===== config.mk =====
export PLATFORM = sky130hd
export DESIGN_NAME = wmb_kernel
export DESIGN_NICKNAME = d
export VERILOG_FILES = /design/src/hdl/wmb_pkg.sv /design/src/hdl/wmb_kernel.sv
export SDC_FILE = /design/constraint.sdc
export NUM_CORES = 1
export LEC_CHECK = 0
export ABC_AREA = 1
export BUFFER_PORTS_ARGS = -buffer_cell sky130_fd_sc_hd__buf_2
export CORE_AREA = 2 2 179 181
export DETAILED_ROUTE_END_ITERATION = 16
export DIE_AREA = 0 0 181 183
export PLACE_DENSITY = 0.69
export SLEW_MARGIN = 15
export SYNTH_ARGS = -nofsm -noshare
export SYNTH_HDL_FRONTEND = slang
export SYNTH_SLANG_ARGS = --single-unit

===== constraint.sdc =====
create_clock -name vclk -period 21.8
set_input_delay 2.18 -clock vclk [all_inputs]
set_output_delay 2.18 -clock vclk [all_outputs]
set_load 0.02 [all_outputs]

===== src/hdl/wmb_pkg.sv =====
package wmb_pkg;

    localparam int MAX_DIM    = 1024;
    localparam int DIM_W      = $clog2(MAX_DIM);
    localparam int SIZE_W     = DIM_W + 1;
    localparam int CHAN_W     = 16;
    localparam int PIXEL_W    = 3 * CHAN_W;
    localparam int TAP_COUNT  = 5;
    localparam int S_TDATA_W  = PIXEL_W;
    localparam int M_FIELDS_W = PIXEL_W + 2 * DIM_W;
    localparam int M_TDATA_W  = ((M_FIELDS_W + 7) / 8) * 8;

    localparam logic [SIZE_W-1:0] SIZE_RESET = SIZE_W'(MAX_DIM);

    // window tap slots
    localparam int TAP_RIGHT       = 0;
    localparam int TAP_DIAG1       = 1;
    localparam int TAP_BELOW_RIGHT = 2;
    localparam int TAP_TWO_BELOW   = 3;
    localparam int TAP_DIAG2       = 4;

    typedef logic [PIXEL_W-1:0] pixel_t;

    typedef struct packed {
        logic row1;   // row i+1 inside the image
        logic row2;   // row i+2 inside the image
        logic col1;   // column j+1 inside the image
        logic col2;   // column j+2 inside the image
    } border_mask_t;

    // configured size clamped to 1..MAX_DIM, minus one
    function automatic logic [DIM_W-1:0] size_minus_one(input logic [SIZE_W-1:0] size);
        logic [SIZE_W-1:0] n;
        begin
            n = size;
            if (n == '0) begin
                n = SIZE_W'(1);
            end
            if (n > SIZE_W'(MAX_DIM)) begin
                n = SIZE_W'(MAX_DIM);
            end
            size_minus_one = DIM_W'(n - SIZE_W'(1));
        end
    endfunction

endpackage


===== src/hdl/wmb_kernel.sv =====
module wmb_kernel
    import wmb_pkg::*;
(
    input  pixel_t       cur,
    input  pixel_t       below,
    input  pixel_t       taps [TAP_COUNT],
    input  border_mask_t mask,
    output pixel_t       result
);

    always_comb begin
        logic [CHAN_W-1:0] sum;
        logic [CHAN_W-1:0] p_cur, p_below, p_right, p_diag1, p_br, p_tb, p_diag2;
        result = '0;
        for (int c = 0; c < 3; c++) begin
            p_cur   = cur[c*CHAN_W +: CHAN_W];
            p_below = below[c*CHAN_W +: CHAN_W];
            p_right = taps[TAP_RIGHT][c*CHAN_W +: CHAN_W];
            p_diag1 = taps[TAP_DIAG1][c*CHAN_W +: CHAN_W];
            p_br    = taps[TAP_BELOW_RIGHT][c*CHAN_W +: CHAN_W];
            p_tb    = taps[TAP_TWO_BELOW][c*CHAN_W +: CHAN_W];
            p_diag2 = taps[TAP_DIAG2][c*CHAN_W +: CHAN_W];

            sum = p_cur >> 1;
            if (mask.col1) begin
                sum = sum + (p_right >> 5);
            end
            if (mask.row1) begin
                sum = sum + (p_below >> 5);
            end
            if (mask.row1 && mask.col1) begin
                sum = sum + (p_diag1 >> 2);
            end
            if (mask.row1 && mask.col2) begin
                sum = sum + (p_br >> 5);
            end
            if (mask.row2 && mask.col1) begin
                sum = sum + (p_tb >> 5);
            end
            if (mask.row2 && mask.col2) begin
                sum = sum + (p_diag2 >> 3);
            end
            result[c*CHAN_W +: CHAN_W] = sum;
        end
    end

endmodule


==> summary.md <==
| Metric | Value |
|---|---|
| Initial antenna violation count | `15` |
| Slowest Stage Delay on Critical Path | `0.61 ns` |
| CP max-delay cell | `inv_2` |
| Core area | `31200 µm²` |
| FILL cells | `3334` |
| GR Overflow Total | `0` |
| Area growth syn-to-layout | `14.0%` |
| Seq Cell Count | `0` |
| Max_slew headroom | `40.0%` |
| Avg Cell Area, Syn | `5.48 µm²` |
| Setup_tns | `0 ns` |
| Commonest non-fill, non-tap cell in the layout | `nand2_1` |
| Period utilization | `60.0%` |
| Hold_ws | `4.88 ns` |
| Sequential area share after synthesis | `0%` |
| M2 GR Usage | `40.7%` |
| Final hold vios | `0` |
| Layout cell share with drive strength beyond 1 | `15.2%` |
| Startpoint Class | `input pin` |
| CP arrival | `10.89 ns` |
| Io pins | `388` |
| Die ar. | `33100 µm²` |
| Setup Viol. Count Final | `0` |
| Post-CTS Resized | `0` |
| Req. time, crit path | `19.62 ns` |
| Slew Viols, Final | `0` |
| Syn_nets | `3126` |
| Cell Pwr Density | `58.4 nW/µm²` |
| Clkbuf count | `0` |
| Worst-path fanout max | `46` |
| Synthesized instance count | `2543` |
| Die X | `181 µm` |
| Met1 Use GR | `36.5%` |
| HP Class | `input pin to output port` |
| RSZ-0062 raised after global routing | `false` |
| Wire length per cell | `13.4 µm` |
| Crit. End Element | `output port` |
| First-pass GRT wire length | `71.1 mm` |
| IO Port Bufs | `310` |
| Leak | `9.11 nW` |
| Vias in the first global route | `15486` |
| Max-cap violations | `0` |
| Least-Margin Pin Slew | `0.899 ns` |
| Post-layout util | `50.9%` |
| Gr usage total | `25.1%` |
| # DRC | `0` |
| Cell variety after synth | `51` |
| YS warnings | `0` |
| Multi-input gate area | `12400 µm²` |
| Storage cell area | `0 µm²` |
| Setup Crit Path Kind | `input pin to output port` |
| Vias/cell | `5.21` |
| Hold_buf cts | `0` |
| FMAX | `76.5 MHz` |
| Status | `complete, no violations` |
| Met3 usage | `2.18%` |
| CP dominant cell by count | `nand2_1` |
| Antenna violation net count after detailed routing | `0` |
| Worst VDD drop | `0.0000242 V` |
| Net count, final | `3400` |
| Row count | `65` |
| Final WL | `43.2 mm` |
| Fin crit period | `13.07 ns` |
| Hpwl dp | `37.5 mm` |
| Post-CTS Setup Inserts | `0` |
| Initial drt markers | `862` |
| PnR Total Power | `0.000928 W` |
| Initial Util | `44.6%` |
| Final worst setup slack | `8.73 ns` |
| Die Y | `183 µm` |
| Worst slack, placed | `8.78 ns` |
| Largest net degree at the start of global routing | `65` |
| GP Congestion | `0.933` |
| Netlist Area Pre-Place | `13900 µm²` |
| GR peak layer | `met2` |
| Most frequent cells in the layout | `nand2_1, inv_1, buf_2` |
| Drt first pass iters | `5` |
| DR vias | `16836` |
[critical path: cells and delay by family]
family | cells | cell delay, ns
buffers and inverters | 6 | 1.33
adder cells (fa/ha/maj) | 6 | 2.06
AND/OR/NAND/NOR | 15 | 1.59
XOR/XNOR | 3 | 0.52
AO/OA/AOI/OAI | 17 | 3.12
[cells by family after synthesis]
group	count (synthesis)	share of synthesized area (%)
AOI/OAI and AO/OA	537	21.2
and+or+nand+nor	1280	39.5
buffers and inverters	391	10.7
muxes	1	0.0719
adders and majority gates	243	22.8
xor gates and xnor gates	91	5.72
[metrics by stage]
| step | cells | instance area [µm²] |
|---|---|---|
| after floorplan | 2543 | 13900 |
| after global placement | 3217 | 15900 |
| after detailed placement | 3217 | 15900 |
| after CTS | 3217 | 15900 |
| after global routing | 3224 | 15900 |
| final | 3229 | 15900 |
[cells in the mapped netlist, drive strengths merged (22+ instances only)]
| cell type | number | share of area [%] |
|---|---|---|
| nand2 | 831 | 23 |
| nand4 | 24 | 1.1 |
| a31oi | 36 | 1.6 |
| nor3 | 29 | 1.1 |
| xor2 | 63 | 4.0 |
| nor2 | 185 | 5.3 |
| clkbuf | 25 | 0.67 |
| xnor2 | 28 | 1.8 |
| ha | 225 | 20 |
| buf | 22 | 0.77 |
| nand3 | 176 | 7.2 |
| o21ai | 223 | 8.1 |
| a21oi | 205 | 7.5 |
| inv | 342 | 9.2 |
[path summary, 6_finish.rpt]
| check | start | to | slack, ns | cells after the start |
|---|---|---|---|---|
| worst max-delay path | mask[1] | result[46] | 8.73 | 47 |
| worst min-delay path | taps[20] | result[17] | 4.88 | 5 |
[final cells by class]
class	count	share of cell area, %
Multi-Input combinational cell	2152	78.3
Timing Repair Buffer	319	10.2
Inverter	344	8.13
Tap cell	402	3.17
Antenna cell	12	0.189
[where the power goes]
part           leakage (nW)  switching (W)     internal [W]
clock             0.0000761              0  0.0000000000737
sequential                0              0                0
combinational          9.11       0.000587         0.000341
total                  9.11       0.000587         0.000341
[routing by layer]
layer	up-vias	wire length, µm	part of all wire (%)
met4	6	724	1.7
met2	418	18100	42
met1	7396	22100	51
met3	45	2260	5.2
met5	-	34	0.079
li1	8971	-	-
(Power assumes the default switching activity.)
